==> src/hw/rtl/signed_integer_radix_formatter_assert.svh <==
// ----------------------------------------------------------------------------
// Assertion macros for the signed integer radix formatter
// Concurrent checks are compiled in unless SYNTH is defined.
// ----------------------------------------------------------------------------
`ifndef SIGNED_INTEGER_RADIX_FORMATTER_ASSERT_SVH
`define SIGNED_INTEGER_RADIX_FORMATTER_ASSERT_SVH

`ifndef SYNTH
// prop must hold on every clock edge outside reset
`define SIRF_ASSERT(name, clk, rst, prop) \
  name: assert property (@(posedge clk) disable iff (rst) (prop)) \
    else $error("assertion failed");
// cond must never be true outside reset
`define SIRF_NEVER(name, clk, rst, cond) \
  name: assert property (@(posedge clk) disable iff (rst) !(cond)) \
    else $error("forbidden condition seen");
`else
`define SIRF_ASSERT(name, clk, rst, prop)
`define SIRF_NEVER(name, clk, rst, cond)
`endif

`endif

==> src/hw/rtl/sirf_pkg.sv <==
// ----------------------------------------------------------------------------
// sirf_pkg
// Shared constants, register indexes and controller/datapath link types.
// ----------------------------------------------------------------------------
package sirf_pkg;

  localparam int MAX_BASE      = 16;
  localparam int LEN_W         = 5;
  localparam int DIGIT_W       = $clog2(MAX_BASE);
  localparam int SYM_W         = 8;
  localparam int ALPHA_SYMS    = 16;
  localparam int MAG_W         = 32;
  localparam int STACK_DEPTH   = MAG_W;
  localparam int COUNT_W       = $clog2(STACK_DEPTH + 1);
  localparam int BITS_PER_STEP = 8;
  localparam int DIV_STEPS     = MAG_W / BITS_PER_STEP;
  localparam int STEP_W        = $clog2(DIV_STEPS);
  localparam int CFG_IDX_W     = 2;
  localparam int CFG_DATA_W    = 64;

  localparam logic [SYM_W-1:0] SYM_PLUS    = 8'h2B;
  localparam logic [SYM_W-1:0] SYM_MINUS   = 8'h2D;
  localparam logic [SYM_W-1:0] SYM_LOWEST  = 8'd33;
  localparam logic [SYM_W-1:0] SYM_HIGHEST = 8'd126;
  localparam logic [LEN_W-1:0] MIN_RADIX   = 5'd2;

  localparam logic [CFG_IDX_W-1:0] REG_ALPHA_LOW  = 2'd0;
  localparam logic [CFG_IDX_W-1:0] REG_ALPHA_HIGH = 2'd1;
  localparam logic [CFG_IDX_W-1:0] REG_RADIX_LEN  = 2'd2;

  typedef enum logic [3:0] {
    ST_IDLE   = 4'b0001,
    ST_DIVIDE = 4'b0010,
    ST_SIGN   = 4'b0100,
    ST_EMIT   = 4'b1000
  } sirf_state_t;

  typedef struct packed {
    logic load;
    logic div_step;
    logic load_sign;
    logic pop;
  } sirf_cmd_t;

  typedef struct packed {
    logic alpha_ok;
    logic neg;
    logic step_last;
    logic quot_zero;
    logic last_digit;
  } sirf_status_t;

endpackage

==> src/hw/rtl/sirf_ctrl.sv <==
// ----------------------------------------------------------------------------
// sirf_ctrl
// Sequencer: accept, per-digit division passes, sign, digit emission.
// ----------------------------------------------------------------------------
`include "signed_integer_radix_formatter_assert.svh"

module sirf_ctrl (
  input  logic                  clk,
  input  logic                  rst,
  input  logic                  item_valid,
  output logic                  item_stall,
  output logic                  char_valid,
  input  logic                  char_stall,
  output logic                  cfg_ready,
  input  sirf_pkg::sirf_status_t sts,
  output sirf_pkg::sirf_cmd_t   cmd
);
  import sirf_pkg::*;

  sirf_state_t state;
  sirf_state_t state_next;
  logic        char_valid_next;
  logic        out_free;
  logic        accept;

  assign item_stall = (state != ST_IDLE);
  assign cfg_ready  = (state == ST_IDLE);
  assign accept     = item_valid && (state == ST_IDLE);
  assign out_free   = !char_valid || !char_stall;

  always_comb begin
    cmd.load      = accept;
    cmd.div_step  = (state == ST_DIVIDE);
    cmd.load_sign = (state == ST_SIGN) && out_free;
    cmd.pop       = (state == ST_EMIT) && out_free;
  end

  always_comb begin
    state_next = state;
    unique case (state)
      ST_IDLE: begin
        if (accept && sts.alpha_ok) state_next = ST_DIVIDE;
      end
      ST_DIVIDE: begin
        if (sts.step_last && sts.quot_zero) state_next = sts.neg ? ST_SIGN : ST_EMIT;
      end
      ST_SIGN: begin
        if (out_free) state_next = ST_EMIT;
      end
      ST_EMIT: begin
        if (out_free && sts.last_digit) state_next = ST_IDLE;
      end
      default: state_next = ST_IDLE;
    endcase
  end

  assign char_valid_next = (cmd.load_sign || cmd.pop) ? 1'b1 : (char_valid && char_stall);

  always_ff @(posedge clk) begin
    if (rst) begin
      state      <= ST_IDLE;
      char_valid <= 1'b0;
    end else begin
      state      <= state_next;
      char_valid <= char_valid_next;
    end
  end

  `SIRF_ASSERT(a_div_holds, clk, rst, (state == ST_DIVIDE && !sts.step_last) |=> (state == ST_DIVIDE))
  `SIRF_ASSERT(a_sign_only_neg, clk, rst, (state == ST_SIGN) |-> sts.neg)
  `SIRF_ASSERT(a_valid_alpha_starts, clk, rst, (cmd.load && sts.alpha_ok) |=> (state == ST_DIVIDE))
  `SIRF_NEVER(a_no_load_while_busy, clk, rst, cmd.load && (cmd.pop || cmd.load_sign || cmd.div_step))

endmodule

==> src/hw/rtl/sirf_dp.sv <==
// ----------------------------------------------------------------------------
// sirf_dp
// Config registers, alphabet check, byte-serial divider, digit stack and
// output character register.
// ----------------------------------------------------------------------------
`include "signed_integer_radix_formatter_assert.svh"

module sirf_dp (
  input  logic                             clk,
  input  logic                             rst,
  input  logic signed [sirf_pkg::MAG_W-1:0] number,
  input  logic                             cfg_valid,
  input  logic                             cfg_ready,
  input  logic [sirf_pkg::CFG_IDX_W-1:0]   cfg_index,
  input  logic [sirf_pkg::CFG_DATA_W-1:0]  cfg_data,
  input  sirf_pkg::sirf_cmd_t              cmd,
  output sirf_pkg::sirf_status_t           sts,
  output logic [sirf_pkg::SYM_W-1:0]       symbol,
  output logic                             final_char
);
  import sirf_pkg::*;

  logic [CFG_DATA_W-1:0]                  alphabet_low;
  logic [CFG_DATA_W-1:0]                  alphabet_high;
  logic [LEN_W-1:0]                       radix_length;
  logic [ALPHA_SYMS-1:0][SYM_W-1:0]       alpha_all;
  logic [MAX_BASE-1:0][SYM_W-1:0]         sym;
  logic                                   alpha_ok;

  logic [MAG_W-1:0]                       mag;
  logic [MAG_W-1:0]                       raw;
  logic [MAG_W-1:0]                       quot_next;
  logic [DIGIT_W-1:0]                     rem;
  logic [DIGIT_W-1:0]                     rem_next;
  logic [BITS_PER_STEP-1:0]               qbits;
  logic [STEP_W-1:0]                      step;
  logic                                   neg;
  logic [STACK_DEPTH-1:0][DIGIT_W-1:0]    stack;
  logic [COUNT_W-1:0]                     count;

  // configuration
  always_ff @(posedge clk) begin
    if (rst) begin
      alphabet_low  <= '0;
      alphabet_high <= '0;
      radix_length  <= '0;
    end else if (cfg_valid && cfg_ready) begin
      unique case (cfg_index)
        REG_ALPHA_LOW:  alphabet_low  <= cfg_data;
        REG_ALPHA_HIGH: alphabet_high <= cfg_data;
        REG_RADIX_LEN:  radix_length  <= cfg_data[LEN_W-1:0];
        default: ;
      endcase
    end
  end

  assign alpha_all = {alphabet_high, alphabet_low};
  assign sym       = alpha_all[MAX_BASE-1:0];

  always_comb begin
    alpha_ok = (radix_length >= MIN_RADIX) && (radix_length <= LEN_W'(MAX_BASE));
    for (int i = 0; i < MAX_BASE; i++) begin
      if (LEN_W'(i) < radix_length) begin
        if (sym[i] < SYM_LOWEST || sym[i] > SYM_HIGHEST ||
            sym[i] == SYM_PLUS || sym[i] == SYM_MINUS) alpha_ok = 1'b0;
        for (int j = i + 1; j < MAX_BASE; j++) begin
          if (LEN_W'(j) < radix_length && sym[j] == sym[i]) alpha_ok = 1'b0;
        end
      end
    end
  end

  // one quotient byte per cycle, restoring division by the radix
  always_comb begin
    logic [DIGIT_W-1:0] r;
    logic [LEN_W-1:0]   t;
    r     = (step == '0) ? '0 : rem;
    qbits = '0;
    for (int b = 0; b < BITS_PER_STEP; b++) begin
      t = LEN_W'({r, mag[MAG_W-1-b]});
      if (t >= radix_length) begin
        t = t - radix_length;
        qbits[BITS_PER_STEP-1-b] = 1'b1;
      end
      r = t[DIGIT_W-1:0];
    end
    rem_next  = r;
    quot_next = {mag[MAG_W-BITS_PER_STEP-1:0], qbits};
  end

  assign raw = number;

  always_ff @(posedge clk) begin
    if (cmd.load) begin
      neg <= raw[MAG_W-1];
      mag <= raw[MAG_W-1] ? (~raw + 1'b1) : raw;
    end else if (cmd.div_step) begin
      mag <= quot_next;
      rem <= rem_next;
    end
  end

  always_ff @(posedge clk) begin
    if (rst) begin
      step  <= '0;
      count <= '0;
    end else if (cmd.load) begin
      step  <= '0;
      count <= '0;
    end else begin
      if (cmd.div_step) step <= step + 1'b1;
      if (cmd.div_step && sts.step_last) count <= count + 1'b1;
      else if (cmd.pop) count <= count - 1'b1;
    end
  end

  always_ff @(posedge clk) begin
    if (cmd.div_step && sts.step_last) begin
      stack <= {stack[STACK_DEPTH-2:0], rem_next};
    end else if (cmd.pop) begin
      stack <= {DIGIT_W'(0), stack[STACK_DEPTH-1:1]};
    end
  end

  always_ff @(posedge clk) begin
    if (cmd.load_sign) begin
      symbol     <= SYM_MINUS;
      final_char <= 1'b0;
    end else if (cmd.pop) begin
      symbol     <= sym[stack[0]];
      final_char <= (count == COUNT_W'(1));
    end
  end

  always_comb begin
    sts.alpha_ok   = alpha_ok;
    sts.neg        = neg;
    sts.step_last  = (step == STEP_W'(DIV_STEPS - 1));
    sts.quot_zero  = (quot_next == '0);
    sts.last_digit = (count == COUNT_W'(1));
  end

  `SIRF_ASSERT(a_count_range, clk, rst, count <= COUNT_W'(STACK_DEPTH))
  `SIRF_NEVER(a_pop_empty, clk, rst, cmd.pop && (count == '0))
  `SIRF_ASSERT(a_rem_below_radix, clk, rst, (cmd.div_step && step != '0) |-> (LEN_W'(rem) < radix_length))
  `SIRF_ASSERT(a_digit_below_radix, clk, rst, cmd.pop |-> (LEN_W'(stack[0]) < radix_length))

endmodule

==> src/hw/rtl/signed_integer_radix_formatter.sv <==
// ----------------------------------------------------------------------------
// signed_integer_radix_formatter
// Writes a signed 32-bit number as text in a configured radix, one character
// per output transaction, most significant digit first.
//
//   channel  | handshake               | payload
//   ---------+-------------------------+----------------------------
//   item     | item_valid / item_stall | number[31:0] signed
//   char     | char_valid / char_stall | symbol[7:0], final_char
//   cfg      | cfg_valid / cfg_ready   | cfg_index[1:0], cfg_data[63:0]
//
// One number at a time: after the accept, each digit is found by a divider
// pass over the magnitude (8 quotient bits per cycle), then the sign, if
// negative, and the digits are emitted.
// Reset (rst, synchronous) clears the config registers to 0, which is an
// invalid alphabet: numbers are then taken and dropped without output.
// char_stall holds the output register and the sign and emit steps; the divider does not wait on it.
// ----------------------------------------------------------------------------
module signed_integer_radix_formatter (
  input  logic                              clk,
  input  logic                              rst,
  input  logic                              item_valid,
  output logic                              item_stall,
  input  logic signed [sirf_pkg::MAG_W-1:0] number,
  output logic                              char_valid,
  input  logic                              char_stall,
  output logic [sirf_pkg::SYM_W-1:0]        symbol,
  output logic                              final_char,
  input  logic                              cfg_valid,
  output logic                              cfg_ready,
  input  logic [sirf_pkg::CFG_IDX_W-1:0]    cfg_index,
  input  logic [sirf_pkg::CFG_DATA_W-1:0]   cfg_data
);
  import sirf_pkg::*;

  sirf_cmd_t    cmd;
  sirf_status_t sts;

  sirf_ctrl u_ctrl (
    .clk        (clk),
    .rst        (rst),
    .item_valid (item_valid),
    .item_stall (item_stall),
    .char_valid (char_valid),
    .char_stall (char_stall),
    .cfg_ready  (cfg_ready),
    .sts        (sts),
    .cmd        (cmd)
  );

  sirf_dp u_dp (
    .clk        (clk),
    .rst        (rst),
    .number     (number),
    .cfg_valid  (cfg_valid),
    .cfg_ready  (cfg_ready),
    .cfg_index  (cfg_index),
    .cfg_data   (cfg_data),
    .cmd        (cmd),
    .sts        (sts),
    .symbol     (symbol),
    .final_char (final_char)
  );

endmodule

==> config.mk <==
export PLATFORM = sky130hd
export DESIGN_NAME = signed_integer_radix_formatter
export DESIGN_NICKNAME = d
export VERILOG_FILES = /design/src/hw/rtl/sirf_pkg.sv /design/src/hw/rtl/sirf_ctrl.sv /design/src/hw/rtl/sirf_dp.sv /design/src/hw/rtl/signed_integer_radix_formatter.sv
export VERILOG_INCLUDE_DIRS = /design/src /design/src/hw/rtl
export SDC_FILE = /design/constraint.sdc
export NUM_CORES = 2
export LEC_CHECK = 0
export BUFFER_PORTS_ARGS = -buffer_cell sky130_fd_sc_hd__clkbuf_2
export CELL_PAD_IN_SITES_DETAIL_PLACEMENT = 1
export CELL_PAD_IN_SITES_GLOBAL_PLACEMENT = 1
export CORE_MARGIN = 2
export CORE_UTILIZATION = 39
export CTS_CLUSTER_DIAMETER = 60
export CTS_CLUSTER_SIZE = 12
export DETAILED_ROUTE_END_ITERATION = 16
export PLACE_DENSITY = 0.75
export SETUP_SLACK_MARGIN = 0.02
export SLEW_MARGIN = 20
export SYNTH_ARGS = -nofsm -noshare
export SYNTH_HDL_FRONTEND = slang
export SYNTH_SLANG_ARGS = --single-unit
==> constraint.sdc <==
create_clock -name clk -period 21.4 [get_ports clk]
set_input_delay 2.14 -clock clk [delete_from_list [all_inputs] [get_ports clk]]
set_output_delay 2.14 -clock clk [all_outputs]
set_load 0.02 [all_outputs]
==> impl_metrics.ini <==
[run_status]
status = completed

[power_and_ir_drop]
p_leak_nw = 12.0
total_power_mw = 2.91
vdd_ir_drop_max_mv = 0.224
power_density_nw_per_um2 = 92.4

[floorplanning]
initial_core_util_pct = 39.2
std_cell_rows = 100
die_w_um = 277
fp.dieH_um = 277
dieArea_um2 = 76600
pin_count = 115
fp.coreArea_um2 = 74100

[cts]
root_buffer = clkbuf_16
ctsResizeCount = 0
cts_tree = done
holdBufCountCts = 0
clock_latency_ns = 0.59
clkTransAtPathRegs_ns = 0.06
h-tree-depth = 2
cts_setup_buffers = 0
clk_path_buf_depth = 3
clock-sinks = 320
cts-buffers-inserted = 38

[setup_path]
worstSetupStartpointType = register
r2r-start = u_dp.radix_length[2]
crit_path_end_kind = register
crit_path_max_fanout = 14
startpoint = u_dp.radix_length[2]
path_common_cell = a21o_1
cpMaxStageDelayCell = dfxtp_1
crit_type = reg -> reg
worstPathArrival_ns = 16.03
cpPeakStageDelay_ns = 0.83
cp.required_ns = 21.87

[global_routing]
grt_usage_pct = 28.8
grt_pass1_vias = 27700
antenna_found_initial = 8
grt_max_degree = 92
grt-ovfl-total = 0
grt_pass1_wl_um = 171000

[placement]
dp_cells = 4364
place.gp.congestion = 1.01
placement.setup.worst_slack_ns = 6.09
numPortBuffers = 114
hpwlAfterDp_um = 70100

[routing]
wl_um = 113000
wl_per_cell_um = 25.5
drc = 0
drt_iter0_drc = 2870
via_per_inst = 6.12
drtPass1Iterations = 5
via_count = 27200
ant_nets = 0

[synth]
synth_mux_area_share_pct = 4.30
synth_fp_nets = 3655
synth-simple-area-share_pct = 20.5
avgSynthCellArea_um2 = 8.30
ys_types = 75
synth_compound_area_share_pct = 7.81
synth_top_family_by_area = XOR/XNOR gates
syn_area_um2 = 29000
synth_xor_area_share_pct = 30.4
synthCells = 3498
synthArstFlopShare_pct = 0
yosysWarnings = 0
ys_seq_area_share_pct = 27.8
ys_ff_latch = 320
yosys.area_share.adder_pct = 2.53
synth-edff-count = 165
yosys_most_used_dff = edfxtp_1

[sta]
max_freq_mhz = 64.3
clock-skew-final_ns = 0.0252
maxSlewHeadroom_pct = 18.0
maxSlewViolCount = 0
setup_viol = 0
final.setup.tns_ns = 0
period_needed_ns = 15.56
hold_viol = 0
finalCritPeriodShare_pct = 72.7
finalWorstSetupSlack_ns = 5.84
tightest_slew_ns = 1.23
rsz0062_at_grt = false

[hold_path]
hold_path.class = reg -> reg
worstHoldStart = u_dp.symbol[1]

[final_layout]
mostFrequentLayoutCell = nand2_1
area_delta_synth_final_pct = 8.41
stdcell_count = 4436
post-route-util_pct = 42.5
layout_common_cells = nand2_1 (702), xnor2_1 (689), xor2_1 (319), nand4_1 (192), a21oi_1 (177)
drive_gt1_share_pct = 11.9
fin_nets = 3592

[job]
cap_violations = 0
-- metrics by stage --
| stage | hold WS (ns) | cell area (um^2) |
|---|---|---|
| 2_1_floorplan | 0.491 | 29000 |
| 3_3_place_gp | 0.445 | 30200 |
| 3_5_place_dp | 0.449 | 30200 |
| 4_1_cts | 0.457 | 31500 |
| 5_1_grt | 0.482 | 31500 |
| 6_report | 0.456 | 31500 |
-- layer usage --
layer / vias to the layer above / global-route usage [%] / part of all wire, %
met5: - / 0 / 0.045
met4: 8 / 15.4 / 6.5
met3: 574 / 8.54 / 11
met2: 1543 / 45.0 / 43
met1: 13300 / 35.6 / 39
li1: 11700 / - / -
-- kinds of logic after synthesis --
| logic type | count (synthesis) |
|---|---|
| AO/OA/AOI/OAI | 364 |
| XOR/XNOR | 1008 |
| adder cells (fa/ha/maj) | 54 |
| buffers and inverters | 408 |
| flip-flops | 320 |
| multiplexers | 72 |
| AND/OR/NAND/NOR | 1272 |
-- final cells by class --
type | instances | area [um^2]
timing repair buffer | 260 | 1670
clock inverter | 12 | 181
tap | 969 | 1210
sequential | 320 | 8060
antenna | 4 | 10.0
clock buffer | 56 | 1090
multi-input combinational | 2770 | 19100
inverter | 45 | 169
fill | 8850 | 42600
-- worst paths after layout --
path                          end  slack [ns]  depth (start not counted)
hold reg to reg    u_dp.symbol[1]        0.46                          2
setup / recovery  u_ctrl.state[3]        5.84                         61
hold / removal     u_dp.symbol[1]        0.46                          2
setup reg to reg  u_ctrl.state[3]        5.84                         61
-- power breakdown --
part | leakage (nW) | switching (mW) | internal (mW) | total (mW)
logic | 8.63 | 0.843 | 0.675 | 1.52
registers | 2.77 | 0.0171 | 0.708 | 0.725
clock network | 0.611 | 0.291 | 0.375 | 0.666
total | 12.0 | 1.15 | 1.76 | 2.91
-- worst max-delay path: cells and delay by family, from the launching register on --
kind                       cells  cell delay [ns]
buffers and inverters          3             0.68
AOI/OAI and AO/OA             34             8.24
muxes                          2             0.84
adders and majority gates      8             2.59
and+or+nand+nor               14             2.22
DFF                            1             0.83
-- registers in the layout, summed over array words and instances, names as in the netlist --
register            cells
u_dp.symbol             8
u_dp.alphabet_high     64
u_dp.stack            128
u_ctrl.state            4
u_dp.final_char         1
u_dp.rem                4
u_ctrl.char_valid       1
u_dp.radix_length       5
u_dp.step               2
u_dp.count              6
u_dp.neg                1
u_dp.alphabet_low      64
u_dp.mag               32
-- cells in the mapped netlist, types with 4 or more instances --
master	count	area share (%)
a211oi_1	5	0.13
a21o_1	20	0.52
a21oi_1	177	3.1
a21oi_2	4	0.12
a311oi_1	7	0.21
a31oi_1	27	0.58
a32o_1	9	0.31
a41oi_1	5	0.15
and2_1	4	0.086
and3_1	8	0.17
buf_1	25	0.32
buf_2	209	3.6
buf_4	24	0.62
buf_6	7	0.27
clkbuf_1	98	1.3
dfxtp_1	155	11
edfxtp_1	165	17
fa_1	8	0.55
ha_1	46	2.0
inv_1	43	0.56
mux2_2	21	0.81
mux2i_1	11	0.38
mux4_2	40	3.1
nand2_1	705	9.1
nand2b_1	8	0.17
nand3_1	40	0.69
nand3b_1	6	0.16
nand4_1	192	4.1
nor2_1	58	0.75
nor2b_1	17	0.37
nor3_1	111	1.9
nor4_1	87	1.9
o21a_1	5	0.13
o21ai_0	45	0.78
o31ai_1	23	0.59
o41ai_1	8	0.24
or3_1	6	0.13
or4_1	10	0.26
xnor2_1	689	21
xor2_1	319	9.6
(Power assumes the default switching activity.)
